`config.mk`:
```
export PLATFORM = sky130hd
export DESIGN_NAME = pts_cell
export DESIGN_NICKNAME = d
export VERILOG_FILES = /design/src/rtl/pts_pkg.sv /design/src/rtl/pts_cell.sv
export SDC_FILE = /design/constraint.sdc
export NUM_CORES = 1
export LEC_CHECK = 0
export ABC_AREA = 1
export BUFFER_PORTS_ARGS = -buffer_cell sky130_fd_sc_hd__clkbuf_2
export CAP_MARGIN = 20
export CORE_MARGIN = 2
export CORE_UTILIZATION = 50
export CTS_BUF_LIST = sky130_fd_sc_hd__clkbuf_8
export DETAILED_ROUTE_END_ITERATION = 10
export PLACE_DENSITY = 0.78
export SETUP_SLACK_MARGIN = 0.5
export SKIP_LAST_GASP = 1
export SLEW_MARGIN = 40
export SYNTH_ARGS = -nofsm -noshare
export SYNTH_HDL_FRONTEND = slang
export SYNTH_SLANG_ARGS = --single-unit
```
`constraint.sdc`:
```
create_clock -name clk -period 13.3 [get_ports clk]
set_clock_uncertainty 0.05 [all_clocks]
set_input_delay 1.995 -clock clk [delete_from_list [all_inputs] [get_ports clk]]
set_output_delay 1.995 -clock clk [all_outputs]
set_load 0.02 [all_outputs]
```
`src/rtl/pts_pkg.sv`:
```
`timescale 1ns / 1ps

package pts_pkg;

	localparam int SLOT_COUNT = 8;
	localparam int SLOT_IW    = (SLOT_COUNT > 1) ? $clog2(SLOT_COUNT) : 1;
	localparam int TIME_W     = 48;
	localparam int PERIOD_W   = 31;
	localparam int LOOK_W     = 16;
	localparam logic [LOOK_W-1:0] LOOK_RESET = 16'd200;

	typedef enum logic [1:0] {
		ACT_SET   = 2'd0,
		ACT_CLEAR = 2'd1,
		ACT_TICK  = 2'd2,
		ACT_NONE  = 2'd3
	} action_t;

	typedef enum logic [2:0] {
		KIND_FIRED    = 3'd0,
		KIND_ALLOC    = 3'd1,
		KIND_FULL     = 3'd2,
		KIND_CLEARED  = 3'd3,
		KIND_DEADLINE = 3'd4
	} kind_t;

	typedef struct packed {
		action_t             action;
		logic [TIME_W-1:0]   now_ms;
		logic [PERIOD_W-1:0] period_ms;
		logic [3:0]          slot_id;
	} req_t;

	typedef struct packed {
		kind_t             kind;
		logic [2:0]        slot;
		logic [TIME_W-1:0] deadline_ms;
		logic              last;
	} rsp_t;

	// command broadcast to every cell while a token walks the row
	typedef struct packed {
		action_t             op;
		logic [TIME_W-1:0]   now;
		logic [PERIOD_W-1:0] period;
	} cmd_t;

	// token handed from cell to cell; hit = slot taken (set) or minimum seen (tick)
	typedef struct packed {
		logic              valid;
		logic              hit;
		logic [TIME_W-1:0] best;
	} tok_t;

	function automatic logic [TIME_W-1:0] sat_add(input logic [TIME_W-1:0] a,
		input logic [TIME_W-1:0] b);
		logic [TIME_W:0] s;
		s = {1'b0, a} + {1'b0, b};
		return s[TIME_W] ? '1 : s[TIME_W-1:0];
	endfunction

endpackage

```
`src/rtl/pts_cell.sv`:
```
`timescale 1ns / 1ps

module pts_cell (
	input  logic          clk,
	input  logic          arst_n,
	input  pts_pkg::cmd_t cmd,
	input  pts_pkg::tok_t tok_prev,
	input  logic          clr,
	output pts_pkg::tok_t tok_next,
	output logic          fire,
	output logic          take
);
	import pts_pkg::*;

	logic                in_use_q;
	logic [PERIOD_W-1:0] period_q;
	logic [TIME_W-1:0]   due_q;
	logic [TIME_W-1:0]   nxt_a, nxt_b, resched, new_due;
	tok_t                tok_d;

	assign take = tok_prev.valid && (cmd.op == ACT_SET) && !tok_prev.hit && !in_use_q;
	assign fire = tok_prev.valid && (cmd.op == ACT_TICK) && in_use_q && (due_q <= cmd.now);

	always_comb begin
		nxt_a   = sat_add(due_q, TIME_W'(period_q));
		nxt_b   = sat_add(cmd.now, TIME_W'(period_q));
		// catch up to now when the slot has fallen a period or more behind
		resched = (nxt_a <= cmd.now) ? nxt_b : nxt_a;
		new_due = fire ? resched : due_q;
	end

	always_comb begin
		tok_d = tok_prev;
		if (cmd.op == ACT_SET) begin
			tok_d.hit = tok_prev.hit | take;
		end else if (cmd.op == ACT_TICK && in_use_q &&
		             (!tok_prev.hit || new_due < tok_prev.best)) begin
			tok_d.hit  = 1'b1;
			tok_d.best = new_due;
		end
	end

	always_ff @(posedge clk or negedge arst_n) begin
		if (!arst_n) begin
			in_use_q <= 1'b0;
			tok_next <= '0;
		end else begin
			tok_next <= tok_d;
			if (clr)
				in_use_q <= 1'b0;
			else if (take)
				in_use_q <= 1'b1;
		end
	end

	always_ff @(posedge clk) begin
		if (take) begin
			period_q <= cmd.period;
			due_q    <= sat_add(cmd.now, TIME_W'(cmd.period));
		end else if (fire) begin
			due_q    <= new_due;
		end
	end

endmodule

```
==> metrics.cfg <==
[clocking]
clock_path_buffers = 2
cts_setup_buffers = 0
cts_resized = 0
cts_hold_buf = 0
clock-sinks = 130
clkTransAtPathRegs_ns = 0.09
clk_latency_ns = 0.50
cts_inserted_buffers = 17
cts_tree = done
root_buffer = clkbuf_8
htreeDepth = 4

[timing]
hold_ws_ns = 0.491
setup_slack_ns = 3.97
fin_crit_sh = 0.701
finalHoldViolations = 0
worst_pin_slew_ns = 0.912
maxSlewViolCount = 0
slew_headroom = 0.392
rsz0062_at_grt = no
layout_min_cycle_time_ns = 9.33
fmax_mhz = 107
tns_ns = 0
setup_viol = 0

[yosys]
synth_nets = 2751
synthCells = 2378
yosysTopAreaCellShare = 0.183
yosysTopAreaCell = ha_1
synth_area_leaders = ha_1 (18%), edfxtp_1 (15%), nand2_1 (13%)
syn_area_um2 = 16100
async_reset_ff_frac = 0.392
ys_warn_count = 0
avgSynthCellArea_um2 = 6.79
synth_ff_type = edfxtp_1
synth_edf_count = 79
ys_seq_area_frac = 0.226
ys_ff_latch = 130
synth.distinct_cells = 58

[cells_and_area]
layout_common_cells = nand2_1 (549), inv_1 (325), a21oi_1 (242), ha_1 (236), nor2_1 (223)
fin_cells = 2969
layout_commonest_cell = nand2_1
nets = 2927
antenna_cells = 0
fin_area_um2 = 17900
syn_to_final_growth_pct = 11.1
drive_above_1_share = 0.122

[detailed_routing]
postRouteAntennaNets = 0
detail_route.wl_per_cell_um = 21.5
vias = 17700
dr.pass1.iters = 7
initialDrtViolationCount = 1796
vias_per_cell = 5.96
wl_mm = 63.7
drc_errors = 0

[floorplanning]
die_h_um = 184
start_util = 0.510
rows = 65
pin_count = 186
dieArea_um2 = 33700
fp.dieW_um = 184
core_um2 = 31600

[global_routing]
grtUsageTotal = 0.379
gr-total-overflow = 0
grt_max_degree = 52
grt_pass1_wl_mm = 96.8
grt_pass1_vias = 16800
grt_antenna_before_repair = 1

[placement]
dp.cells = 2936
dp.final_hpwl_mm = 52.3
portBuffers = 185
dp_slack_ns = 4.28
gp_congestion = 1.03
placed_cell_area_um2 = 17500

[critical_path]
crit_arrival_ns = 9.65
r2r_slack_ns = 3.97
startpoint_type = register
crit_family = simple AND/OR/NAND/NOR gates
cp_slowest_stage_delay_ns = 0.58
cp-end-kind = register
crit_type = reg -> reg
critPathMaxFanout = 49
worstPathRequired_ns = 13.62
path_common_cell = nand2_1
worst_path_max_delay_cell = o22ai_1
crit_buf_inv = 3

[power_and_ir_drop]
power_density_nw_per_um2 = 71.0
vdd_drop_max_mv = 0.0597
p_leak_nw = 9.18

[job]
drv_cap = 0

[outcome]
status = complete, no violations

[hold_path]
hold_path.class = reg -> reg

## where the power goes
group	switching (mW)	internal, mW
sequential	0.00851	0.443
combinational	0.286	0.144
clock	0.203	0.188
total	0.498	0.775
## worst register-to-register path, delay by kind of cell, from the launching register on
kind	cells	cell delay (ns)
AO/OA/AOI/OAI	10	2.13
flip-flops	1	0.43
buffers and inverters	3	1.08
adder cells (fa/ha/maj)	4	1.32
AND/OR/NAND/NOR	23	4.22
## through the flow
| step | utilization | power [mW] |
|---|---|---|
| after floorplan | - | 0.727 |
| after global placement | 0.552 | 0.870 |
| after detailed placement | 0.553 | 0.876 |
| after CTS | 0.566 | 1.26 |
| after global routing | 0.566 | 1.33 |
| final | 0.566 | 1.27 |
## cell type report
cell class | instances | area (µm²)
inverter | 338 | 1270
fill | 3181 | 13700
clock buffer | 17 | 234
tap | 402 | 503
clock inverter | 15 | 176
sequential | 130 | 3650
multi-input combinational | 1862 | 11000
timing repair buffer | 205 | 1080
## registers in the layout, summed over array words and instances, names as in the netlist
name,flops
due_q,48
tok_next,50
period_q,31
in_use_q,1
## cell families after synthesis
kind of cell | synth area share
AO/OA/AOI/OAI | 0.182
AND/OR/NAND/NOR | 0.271
flip-flops | 0.226
adder cells (fa/ha/maj) | 0.187
XOR/XNOR | 0.0396
buffers and inverters | 0.0943
## synth_stat cells, types with 27 or more instances
| library cell | n |
|---|---|
| a21oi_1 | 244 |
| a31oi_1 | 28 |
| dfrtp_1 | 51 |
| edfxtp_1 | 79 |
| ha_1 | 236 |
| inv_1 | 326 |
| nand2_1 | 551 |
| nand2_2 | 27 |
| nand3_1 | 124 |
| nand4_1 | 35 |
| nor2_1 | 224 |
| o21ai_0 | 112 |
| o21ai_1 | 27 |
| xnor2_1 | 34 |
| xor2_1 | 39 |
## path summary, 6_finish.rpt
kind | end | depth (start not counted) | start
worst min-delay path | in_use_q | 2 | in_use_q
worst max register to register | tok_next[22] | 40 | period_q[0]
max in group asynchronous | tok_next[42] | 2 | arst_n
worst min register to register | in_use_q | 2 | in_use_q
worst max-delay path | tok_next[22] | 40 | period_q[0]
min in group asynchronous | tok_next[6] | 2 | arst_n
## layer usage
metal	part of all wire	wire [µm]	up-vias	global-route usage
met3	0.11	6870	140	0.0729
met4	0.039	2490	2	0.143
li1	-	-	8383	-
met1	0.43	27400	8199	0.520
met5	0.00027	17	-	0
met2	0.42	27000	980	0.589
(Power assumes the default switching activity.)
